**src/rtl/upst_pkg.sv**
```systemverilog
// Package for the UDP port slot table: sizes, request and status codes,
// configuration indexes and the controller state type.
// Used by rtl/udp_port_slot_table.sv; depends on nothing.
package upst_pkg;

    localparam int SLOTS   = 64;
    localparam int SLOT_W  = $clog2(SLOTS);
    localparam int CNT_W   = $clog2(SLOTS + 1);
    localparam int PORT_W  = 16;
    localparam int ADDR_W  = 32;
    localparam int ENTRY_W = PORT_W + ADDR_W;
    localparam int SLOTF_W = 6;
    localparam int CFG_W   = 32;

    localparam logic [PORT_W-1:0] AUTO_BASE_RST  = 16'd1024;
    localparam logic [PORT_W-1:0] AUTO_MASK_RST  = 16'd65472;
    localparam logic [ADDR_W-1:0] BCAST_ADDR_RST = 32'd0;
    localparam logic [ADDR_W-1:0] LOCAL_ADDR_RST = 32'd0;

    typedef enum logic [1:0] {
        OP_ALLOC   = 2'd0,
        OP_BIND    = 2'd1,
        OP_RELEASE = 2'd2,
        OP_LOOKUP  = 2'd3
    } op_t;

    typedef enum logic [1:0] {
        STS_OK         = 2'd0,
        STS_FULL       = 2'd1,
        STS_AUTO_RANGE = 2'd2,
        STS_NO_MATCH   = 2'd3
    } status_t;

    typedef enum logic [1:0] {
        CFG_AUTO_BASE  = 2'd0,
        CFG_AUTO_MASK  = 2'd1,
        CFG_BCAST_ADDR = 2'd2,
        CFG_LOCAL_ADDR = 2'd3
    } cfg_idx_t;

    typedef enum logic [2:0] {
        ST_IDLE,
        ST_ALLOC,
        ST_UPDATE,
        ST_LOOK,
        ST_EMIT
    } state_t;

endpackage

```
**src/rtl/udp_port_slot_table.sv**
```systemverilog
// UDP port slot table: allocate, bind, release and lookup of socket slots.
// Depends on rtl/upst_pkg.sv and instances rtl/upst_ram.sv.
//
// The block takes one request at a time and gives one response for each.
// Bind and release check and update the requested slot, then respond. Allocate
// walks the in-use flags one slot per cycle and stops at the lowest free slot,
// or responds without a scan when the table is full. Lookup reads the port and
// address RAM through its single read port, one slot per cycle, and stops
// at the first matching slot, or after the last slot when nothing matches. A new
// request is taken while a response still waits in the output register.
// Configuration writes take effect at once and are meant for idle periods.
module udp_port_slot_table (
    input  logic                          clk,
    input  logic                          rst_n,
    input  logic                          cfg_we,
    input  logic [1:0]                    cfg_index,
    input  logic [upst_pkg::CFG_W-1:0]    cfg_data,
    input  logic                          in_valid,
    output logic                          in_ready,
    input  logic [1:0]                    op,
    input  logic [upst_pkg::SLOTF_W-1:0]  slot,
    input  logic [upst_pkg::PORT_W-1:0]   port,
    input  logic [upst_pkg::ADDR_W-1:0]   addr,
    output logic                          out_valid,
    input  logic                          out_ready,
    output logic [1:0]                    status,
    output logic [upst_pkg::SLOTF_W-1:0]  slot_out,
    output logic [upst_pkg::PORT_W-1:0]   port_out
);

    import upst_pkg::*;

    state_t              state_reg, state_next;
    logic [SLOTS-1:0]    in_use_reg, in_use_next;
    logic [CNT_W-1:0]    free_count_reg, free_count_next;
    logic [SLOT_W-1:0]   idx_reg, idx_next;
    logic [SLOT_W-1:0]   chk_idx_reg, chk_idx_next;
    logic                chk_valid_reg, chk_valid_next;
    logic                out_valid_reg, out_valid_next;

    logic [PORT_W-1:0]   cfg_base_reg, cfg_mask_reg;
    logic [ADDR_W-1:0]   cfg_bcast_reg, cfg_local_reg;

    op_t                 req_op_reg;
    logic [SLOTF_W-1:0]  req_slot_reg;
    logic [PORT_W-1:0]   req_port_reg;
    logic [ADDR_W-1:0]   req_addr_reg;

    status_t             res_status_reg, res_status_next;
    logic [SLOTF_W-1:0]  res_slot_reg, res_slot_next;
    logic [PORT_W-1:0]   res_port_reg, res_port_next;

    logic [1:0]          status_reg;
    logic [SLOTF_W-1:0]  slot_out_reg;
    logic [PORT_W-1:0]   port_out_reg;
    logic                out_load;

    logic                ram_we;
    logic [SLOT_W-1:0]   ram_waddr;
    logic [ENTRY_W-1:0]  ram_wdata;
    logic [ENTRY_W-1:0]  ram_rdata;
    logic [PORT_W-1:0]   rd_port;
    logic [ADDR_W-1:0]   rd_addr;

    logic                in_accept;
    logic [SLOT_W-1:0]   req_idx;
    logic                req_in_range;
    logic                req_slot_used;
    logic                req_auto_range;
    logic [PORT_W-1:0]   bind_port;
    logic                look_hit;

    upst_ram #(
        .WIDTH(ENTRY_W),
        .DEPTH(SLOTS)
    ) u_entry_ram (
        .clk  (clk),
        .we   (ram_we),
        .waddr(ram_waddr),
        .wdata(ram_wdata),
        .raddr(idx_reg),
        .rdata(ram_rdata)
    );

    assign rd_port = ram_rdata[ENTRY_W-1:ADDR_W];
    assign rd_addr = ram_rdata[ADDR_W-1:0];

    assign in_ready  = (state_reg == ST_IDLE);
    assign in_accept = in_valid && in_ready;
    assign out_valid = out_valid_reg;
    assign status    = status_reg;
    assign slot_out  = slot_out_reg;
    assign port_out  = port_out_reg;

    assign req_idx        = SLOT_W'(req_slot_reg);
    assign req_in_range   = (32'(req_slot_reg) < SLOTS);
    assign req_slot_used  = req_in_range && in_use_reg[req_idx];
    assign req_auto_range = ((req_port_reg & cfg_mask_reg) == cfg_base_reg);
    assign bind_port      = (req_port_reg == '0) ? (PORT_W'(req_idx) + cfg_base_reg)
                                                 : req_port_reg;
    assign look_hit = chk_valid_reg && in_use_reg[chk_idx_reg] && (rd_port == req_port_reg)
                      && ((rd_addr == '0) || (rd_addr == req_addr_reg));

    always_comb
    begin
        state_next      = state_reg;
        in_use_next     = in_use_reg;
        free_count_next = free_count_reg;
        idx_next        = idx_reg;
        chk_idx_next    = chk_idx_reg;
        chk_valid_next  = 1'b0;
        res_status_next = res_status_reg;
        res_slot_next   = res_slot_reg;
        res_port_next   = res_port_reg;
        ram_we          = 1'b0;
        ram_waddr       = idx_reg;
        ram_wdata       = {PORT_W'(idx_reg) + cfg_base_reg, ADDR_W'(0)};
        out_load        = 1'b0;
        out_valid_next  = out_valid_reg && !out_ready;

        unique case (state_reg)
            ST_IDLE:
            begin
                idx_next = '0;
                if (in_accept)
                begin
                    unique case (op_t'(op))
                        OP_ALLOC:   state_next = ST_ALLOC;
                        OP_LOOKUP:  state_next = ST_LOOK;
                        OP_BIND,
                        OP_RELEASE: state_next = ST_UPDATE;
                    endcase
                end
            end

            ST_ALLOC:
            begin
                res_slot_next = '0;
                res_port_next = '0;
                if (free_count_reg == '0)
                begin
                    res_status_next = STS_FULL;
                    state_next      = ST_EMIT;
                end
                else if (!in_use_reg[idx_reg])
                begin
                    ram_we               = 1'b1;
                    in_use_next[idx_reg] = 1'b1;
                    free_count_next      = free_count_reg - CNT_W'(1);
                    res_status_next      = STS_OK;
                    res_slot_next        = SLOTF_W'(idx_reg);
                    res_port_next        = PORT_W'(idx_reg) + cfg_base_reg;
                    state_next           = ST_EMIT;
                end
                else if (idx_reg == SLOT_W'(SLOTS - 1))
                begin
                    res_status_next = STS_FULL;
                    state_next      = ST_EMIT;
                end
                else
                begin
                    idx_next = idx_reg + SLOT_W'(1);
                end
            end

            ST_UPDATE:
            begin
                res_slot_next = req_slot_reg;
                res_port_next = '0;
                state_next    = ST_EMIT;
                if (req_op_reg == OP_BIND && req_auto_range)
                begin
                    res_status_next = STS_AUTO_RANGE;
                end
                else if (!req_slot_used)
                begin
                    res_status_next = STS_NO_MATCH;
                end
                else if (req_op_reg == OP_BIND)
                begin
                    ram_we          = 1'b1;
                    ram_waddr       = req_idx;
                    ram_wdata       = {bind_port, req_addr_reg};
                    res_status_next = STS_OK;
                    res_port_next   = bind_port;
                end
                else
                begin
                    in_use_next[req_idx] = 1'b0;
                    free_count_next      = free_count_reg + CNT_W'(1);
                    res_status_next      = STS_OK;
                end
            end

            ST_LOOK:
            begin
                chk_valid_next = 1'b1;
                chk_idx_next   = idx_reg;
                if (idx_reg != SLOT_W'(SLOTS - 1))
                begin
                    idx_next = idx_reg + SLOT_W'(1);
                end
                res_port_next = '0;
                if (look_hit)
                begin
                    res_status_next = STS_OK;
                    res_slot_next   = SLOTF_W'(chk_idx_reg);
                    state_next      = ST_EMIT;
                end
                else if (chk_valid_reg && chk_idx_reg == SLOT_W'(SLOTS - 1))
                begin
                    res_status_next = STS_NO_MATCH;
                    res_slot_next   = '0;
                    state_next      = ST_EMIT;
                end
            end

            ST_EMIT:
            begin
                if (!out_valid_reg || out_ready)
                begin
                    out_load       = 1'b1;
                    out_valid_next = 1'b1;
                    state_next     = ST_IDLE;
                end
            end

            default:
            begin
                state_next = ST_IDLE;
            end
        endcase
    end

    always_ff @(posedge clk or negedge rst_n)
    begin
        if (!rst_n)
        begin
            state_reg      <= ST_IDLE;
            in_use_reg     <= '0;
            free_count_reg <= CNT_W'(SLOTS);
            idx_reg        <= '0;
            chk_idx_reg    <= '0;
            chk_valid_reg  <= 1'b0;
            out_valid_reg  <= 1'b0;
            cfg_base_reg   <= AUTO_BASE_RST;
            cfg_mask_reg   <= AUTO_MASK_RST;
            cfg_bcast_reg  <= BCAST_ADDR_RST;
            cfg_local_reg  <= LOCAL_ADDR_RST;
        end
        else
        begin
            state_reg      <= state_next;
            in_use_reg     <= in_use_next;
            free_count_reg <= free_count_next;
            idx_reg        <= idx_next;
            chk_idx_reg    <= chk_idx_next;
            chk_valid_reg  <= chk_valid_next;
            out_valid_reg  <= out_valid_next;
            if (cfg_we)
            begin
                unique case (cfg_idx_t'(cfg_index))
                    CFG_AUTO_BASE:  cfg_base_reg  <= cfg_data[PORT_W-1:0];
                    CFG_AUTO_MASK:  cfg_mask_reg  <= cfg_data[PORT_W-1:0];
                    CFG_BCAST_ADDR: cfg_bcast_reg <= cfg_data[ADDR_W-1:0];
                    CFG_LOCAL_ADDR: cfg_local_reg <= cfg_data[ADDR_W-1:0];
                endcase
            end
        end
    end

    // For a lookup, the broadcast address is mapped to the local address when the
    // request is taken.
    always_ff @(posedge clk)
    begin
        if (in_accept)
        begin
            req_op_reg   <= op_t'(op);
            req_slot_reg <= slot;
            req_port_reg <= port;
            req_addr_reg <= (op_t'(op) == OP_LOOKUP && addr == cfg_bcast_reg) ? cfg_local_reg
                                                                               : addr;
        end
        res_status_reg <= res_status_next;
        res_slot_reg   <= res_slot_next;
        res_port_reg   <= res_port_next;
        if (out_load)
        begin
            status_reg   <= res_status_reg;
            slot_out_reg <= res_slot_reg;
            port_out_reg <= res_port_reg;
        end
    end

`ifndef SYNTHESIS
    a_free_count_consistent: assert property (@(posedge clk) disable iff (!rst_n)
        (32'(free_count_reg) + $countones(in_use_reg)) == SLOTS)
        else $error("free count disagrees with in-use flags");

    a_response_from_emit: assert property (@(posedge clk) disable iff (!rst_n)
        $rose(out_valid_reg) |-> $past(state_reg) == ST_EMIT)
        else $error("response raised outside the emit state");

    a_lookup_hit_in_use: assert property (@(posedge clk) disable iff (!rst_n)
        ($rose(out_valid_reg) && req_op_reg == OP_LOOKUP && status_reg == STS_OK)
        |-> in_use_reg[SLOT_W'(slot_out_reg)])
        else $error("lookup returned a free slot");

    a_ram_write_when_updating: assert property (@(posedge clk) disable iff (!rst_n)
        ram_we |-> (state_reg == ST_ALLOC || state_reg == ST_UPDATE))
        else $error("entry RAM written during a scan or while idle");
`endif

endmodule

```
**src/rtl/upst_ram.sv**
```systemverilog
// Generic single-clock RAM with one write port and one registered read port.
// Depends on nothing; instanced by rtl/udp_port_slot_table.sv.
module upst_ram #(
    parameter int WIDTH = 8,
    parameter int DEPTH = 16
) (
    input  logic                     clk,
    input  logic                     we,
    input  logic [$clog2(DEPTH)-1:0] waddr,
    input  logic [WIDTH-1:0]         wdata,
    input  logic [$clog2(DEPTH)-1:0] raddr,
    output logic [WIDTH-1:0]         rdata
);

    logic [WIDTH-1:0] mem_reg [DEPTH];
    logic [WIDTH-1:0] rdata_reg;

    always_ff @(posedge clk)
    begin
        if (we)
        begin
            mem_reg[waddr] <= wdata;
        end
        rdata_reg <= mem_reg[raddr];
    end

    assign rdata = rdata_reg;

endmodule
```
**config.mk**
```make
export PLATFORM = sky130hd
export DESIGN_NAME = udp_port_slot_table
export DESIGN_NICKNAME = d
export VERILOG_FILES = /design/src/rtl/upst_pkg.sv /design/src/rtl/udp_port_slot_table.sv /design/src/rtl/upst_ram.sv
export SDC_FILE = /design/constraint.sdc
export NUM_CORES = 2
export LEC_CHECK = 0
export ABC_AREA = 1
export BUFFER_PORTS_ARGS = -buffer_cell sky130_fd_sc_hd__buf_2
export CORE_AREA = 4 4 548 550
export DETAILED_ROUTE_END_ITERATION = 10
export DIE_AREA = 0 0 552 554
export HOLD_SLACK_MARGIN = 0.05
export PLACE_DENSITY = 0.63
export SLEW_MARGIN = 10
export SYNTH_ARGS = -nofsm -noshare
export SYNTH_HDL_FRONTEND = slang
export SYNTH_SLANG_ARGS = --single-unit
```
**constraint.sdc**
```tcl
create_clock -name clk -period 15.6 [get_ports clk]
set_input_delay 1.56 -clock clk [delete_from_list [all_inputs] [get_ports clk]]
set_output_delay 1.56 -clock clk [all_outputs]
set_load 0.03 [all_outputs]
```
Yosys cells after proc, flatten, opt, wreduce, memory -nomap -nowiden
Memory sizes are Yosys's and may differ from the RTL's. A register that Yosys moved wholly into a read port is not among the register bits.
Cells that the tools add are included.
Widths: inputs -> output; s select.
Storage, ports and cells
  flip-flop bits (word level): 288
  RAM bits: 3072
  input bits: 95
  output and inout port bits: 26
  logic and storage cells: 177
  memories kept: 1
Operators by class
  add/subtract/negate cells: 5
  $lt $le $gt $ge: 5
  eq/ne operators: 30
  multiplexer cells: 78
  bitwise gates (word level): 4
  reduce and logical (&&, ||, !) cells: 33
Memory list
  u_entry_ram.mem_reg: depth 64, width 48, rd ports 1, clocked after Yosys merged registers in 1, wr ports 1, line upst_ram.sv:15  | logic [WIDTH-1:0] mem_reg [DEPTH];
Operators by type and width (number)
  $mux 64: 5
  $mux 48: 4
  $pmux 64 s2: 1
  $mux 16: 6
  $mux 6: 12
  $and 64x64->64: 1
  $eq 32x32->1: 2
  $not 64->64: 1
  $or 64x64->64: 1
  $pmux 16 s3: 1
  $pmux 6 s3: 2
  $mux 7: 5
  $add 6x16->16: 2
  $eq 16x16->1: 2
  $logic_not 32->1: 1
  $mux 32: 1
  $lt 6x7->1 const B: 3
  $mux 3: 7
  $bmux 1 s6: 3
  $ne 2x2->1 const B: 9
  $mux 1: 17
  $and 16x16->16: 1
  $logic_not 16->1: 1
  $pmux 3 s5: 1
  other kinds (34): 66

Depth between registers and ports, before layout
  word-level depth: 10
  depth in mapped cells: 18
  mapped depth without buffers: 17

Modules after synthesis
Synthesis repeated with hierarchy kept, for this count alone.
Second synthesis, totals
  cells, all modules: 12593
  area, all modules: 142076.3 sq um
Modules (own cells, without submodules)
  upst_ram: instances 1, cells each 10108, area each 124330.5 sq um
  udp_port_slot_table: instances 1, cells each 2485, area each 17745.8 sq um

Worst setup path after synthesis
No wires, ideal clock.
  path type: flip-flop to flip-flop
  start: register idx_reg[1]
  end: memory u_entry_ram.mem_reg[0][44] (netlist bit), data pin
  library setup time: 0.701 ns
  arrival time: 4.687 ns
  slack: 10.212 ns
  stages on the path, launching flop included: 11
  path buffers: 2
  period minus slack after synthesis: 5.388 ns
  cells stage by stage: dfrtp_1 -> buf_2 -> inv_1 -> buf_4 -> fa_1 -> nor4_1 -> nor2_1 -> nor3_1 -> nand3_1 -> xor2_1 -> o21ai_0
On the way
  word-level cells in the longest chain between the ends: 5
RTL lines
  start, declared: line udp_port_slot_table.sv:36  | logic [SLOT_W-1:0] idx_reg, idx_next;
  start signal, assigned: line udp_port_slot_table.sv:256  | idx_reg <= idx_next;
  $add 6x16->16 *: line udp_port_slot_table.sv:117  | ram_wdata = {PORT_W'(idx_reg) + cfg_base_reg, ADDR_W'(0)};
  $mux 48: line udp_port_slot_table.sv:179  | else if (req_op_reg == OP_BIND)
  $mux 48: line udp_port_slot_table.sv:175  | else if (!req_slot_used)
  $mux 48: line udp_port_slot_table.sv:171  | if (req_op_reg == OP_BIND && req_auto_range)
  $mux 48 *: line udp_port_slot_table.sv:121  | unique case (state_reg)
  via ram_wdata[44]: line udp_port_slot_table.sv:60  | logic [ENTRY_W-1:0] ram_wdata;
  end, declared: line upst_ram.sv:15
The timed path passes the listed nets; every way through them passes the cells marked *.

Worst setup path in the final report
  start: register req_slot_reg[0] (netlist: req_idx[0])
  end: memory u_entry_ram.mem_reg[58][42] (netlist bit) (enable)
On the way
  word-level cells in the longest chain between the ends: 7
  elaborated cells between the ends (all ways): 11
  those cells by class: mux: 11
RTL lines
  start, declared: line udp_port_slot_table.sv:45  | logic [SLOTF_W-1:0] req_slot_reg;
  start signal, assigned: line udp_port_slot_table.sv:279  | req_slot_reg <= slot;
  $bmux 1 s6: line udp_port_slot_table.sv:97  | assign req_slot_used = req_in_range && in_use_reg[req_idx];
  $mux 1 (implied by the code): line udp_port_slot_table.sv:97
  $mux 1: line udp_port_slot_table.sv:175
  $mux 1: line udp_port_slot_table.sv:171
  $pmux 1 s2: line udp_port_slot_table.sv:121
  $mux 1: line upst_ram.sv:20  | if (we)
  $mux 1 (implied by the code): line upst_ram.sv:22  | mem_reg[waddr] <= wdata;
Several ways; a longest one is shown, not always the timed one. The select of a mux whose other input is x is not followed.

==> flow_summary.yaml <==
detailed_routing:
  drc: 0
  first_iter_violations: 13271
  drtAntennaViolNets: 0
  drtPass1Iterations: 8
  totalWireLength_um: 427000
  via_per_inst: 6.04
  vias: 86348
  wire_per_inst_um: 29.9
yosys:
  synth_fp_nets: 9950
  postSynthAreaPerCell_um2: 13.5
  yosys.cell_types.count: 58
  synth_seq_area_share_pct: 76.2
  yosysTopAreaCell: "edfxtp_1"
  yosysMostFrequentCell: "edfxtp_1"
  yosysWarnings: 0
  synth_area_leaders: "edfxtp_1 (72%), nand2_1 (7.6%), dfrtp_1 (3.2%)"
  synthArstFlopShare_pct: 5.40
  yosysTopAreaCellShare_pct: 72.0
  synth_area_mm2: 0.133
  synth_common_cells: "edfxtp_1 (3,176), nand2_1 (2,699), inv_1 (512)"
  synth_edf_count: 3176
  synth_ff_type: "edfxtp_1"
  synth.ff_latch_count: 3408
  synthCells: 9832
pwr:
  cellLeakagePower_nw: 52.5
  p_total_mw: 21.4
  powerDensity_mw_per_mm2: 143
  vdd_drop_max_mv: 0.0985
critical_path:
  r2r_end: "u_entry_ram.mem_reg[58][42]"
  ff2ff_path_depth: 16
  slowest_delay_ns: 0.73
  slowest_stage: "nand2_8"
  crit_chain: "buf_4, inv_2, nand2_1, nand3_1, nand2_1, o21ai_1, nand2_1, nor2_1, nand2_1, nand2_8, o21ai_1, nor2_1, nand2_1, nor2_4, buf_4, buf_4"
  critPathKind: "register to register"
  crit_family: "simple AND/OR/NAND/NOR gates"
  worstSetupStartpoint: "req_idx[0]"
  cpMostUsedCell: "nand2_1"
  crit_arrival_ns: 6.92
  cp-start-kind: "register"
  endpoint_kind: "register"
  cp_num_buf_inv: 4
  rrSetupSlack_ns: 9.17
  crit_required_ns: 16.09
  path_depth: 16
  r2r_start: "req_idx[0]"
  path_max_fanout: 64
cts:
  postCtsSetupBuffers: 0
  cts_sinks: 3408
  cts_root_buf: "clkbuf_16"
  numCtsBuffers: 351
  ctsResizeCount: 0
  tritoncts: "yes"
  cts_buffer_depth: 4
  clkTransAtPathRegs_ns: 0.06
  htree_levels: 5
  postCtsHoldBufs: 0
  clkLatencyLatePin_ns: 0.92
sta:
  hold_viol_final: 0
  tightest_slew_ns: 1.22
  setup_viol: 0
  fin_crit_sh_pct: 41.2
  holdWs_ns: 0.417
  fmax_ghz: 0.156
  period_minus_slack_ns: 6.43
  fin_setup_tns_ns: 0
  rsz0062_at_grt: "false"
  skew_ns: 0.0622
  slew-limit-headroom_pct: 18.7
  slew_viol_final: 0
die:
  initial_core_util_pct: 44.8
  die_w_um: 552
  core_mm2: 0.296
  die_h_um: 554
  dieArea_mm2: 0.306
  io_pins: 121
  num_rows: 200
finish:
  largest_reg_flops: 3072
  nNetsFinal: 10174
  utilization_pct: 50.7
  drive_gt1_share_pct: 10.3
  stdcell_area_mm2: 0.150
  area_delta_synth_final_pct: 13.2
place:
  dp_hpwl_um: 236000
  place.gp.congestion: 0.900
  port-buffer-count: 120
  place_area_mm2: 0.139
worst_hold_path:
  min_path_cells: 0
  hold_end: "port_out[1]"
  hold_class: "register to register"
  min_from: "res_port_reg[1]"
flow_run:
  maxCapViolCount: 0
global_routing:
  grt_max_degree: 124
  grtUsageTotal_pct: 27.1
  grt_pass1_wl_um: 603000
  grt_overflow_total: 0
  grt_pass1_vias: 81368
  antenna_found_initial: 26
outcome:
  status: "finished, final reports clean"
## metrics by stage
stage | setup WS, ns | instances
3_3_place_gp | 9.18 | 13642
3_5_place_dp | 9.35 | 13642
2_1_floorplan | 10.21 | 9832
5_1_grt | 8.96 | 14281
4_1_cts | 9.30 | 14279
6_report | 9.17 | 14287
## cells by family after synthesis
family	after synthesis	share of synthesized area, %
simple gates	3728	11.9
flops	3408	76.2
buf+inv	1013	3.16
mux	1	0.00755
compound gates	1582	8.02
xor+xnor	77	0.509
fa+ha+maj	23	0.234
## worst register-to-register path: stages, from the launching register on
cell and delay [ns]:
edfxtp_1 0.36, buf_4 0.32, inv_2 0.71, nand2_1 0.18, nand3_1 0.13, nand2_1 0.07
o21ai_1 0.18, nand2_1 0.09, nor2_1 0.12, nand2_1 0.40, nand2_8 0.74, o21ai_1 0.31
nor2_1 0.25, nand2_1 0.54, nor2_4 0.25, buf_4 0.58, buf_4 0.73
## worst max path at each step
stage | endpoint
detailed placement | u_entry_ram.mem_reg[56][47]
finish | u_entry_ram.mem_reg[58][42]
floorplan | u_entry_ram.mem_reg[0][44]
global placement | u_entry_ram.mem_reg[58][43]
CTS | u_entry_ram.mem_reg[58][42]
global route | u_entry_ram.mem_reg[58][42]
## cell type report
class                   count  area, um^2
inverters                 529        2030
fillers                 24547      146000
repair buffers            355        2490
diodes                      8        20.0
well taps                3939        4930
multi-input cells        5411       28400
clock buffers             435        9230
flip-flops and latches   3408      101000
clock inverters           202        1960
## layer usage
metal	wire (um)	vias up	track usage (%)
met3	55500	814	6.83
met5	55	-	0
met1	165000	43254	38.3
met2	191000	5809	41.4
met4	15500	8	8.83
li1	-	36463	-
## cells in the final DEF (no fill, tap or decap), drive strengths merged, types with 172 or more instances in the layout
cell / Yosys / layout
o21ai: 569 / 569
nand2: 2712 / 2712
a221oi: 257 / 257
nand4: 404 / 404
dfrtp: 172 / 172
edfxtp: 3176 / 3176
a22oi: 441 / 441
clkbuf: 210 / 436
buf: 274 / 354
nor2: 316 / 316
inv: 529 / 544
nand3: 174 / 174
## power breakdown
| group | switching (mW) | internal, mW | leakage, nW |
|---|---|---|---|
| logic | 1.89 | 0.600 | 14.0 |
| clock network | 3.54 | 4.70 | 5.44 |
| registers | 0.282 | 10.4 | 33.1 |
| total | 5.71 | 15.7 | 52.5 |
(Power assumes the default switching activity.)
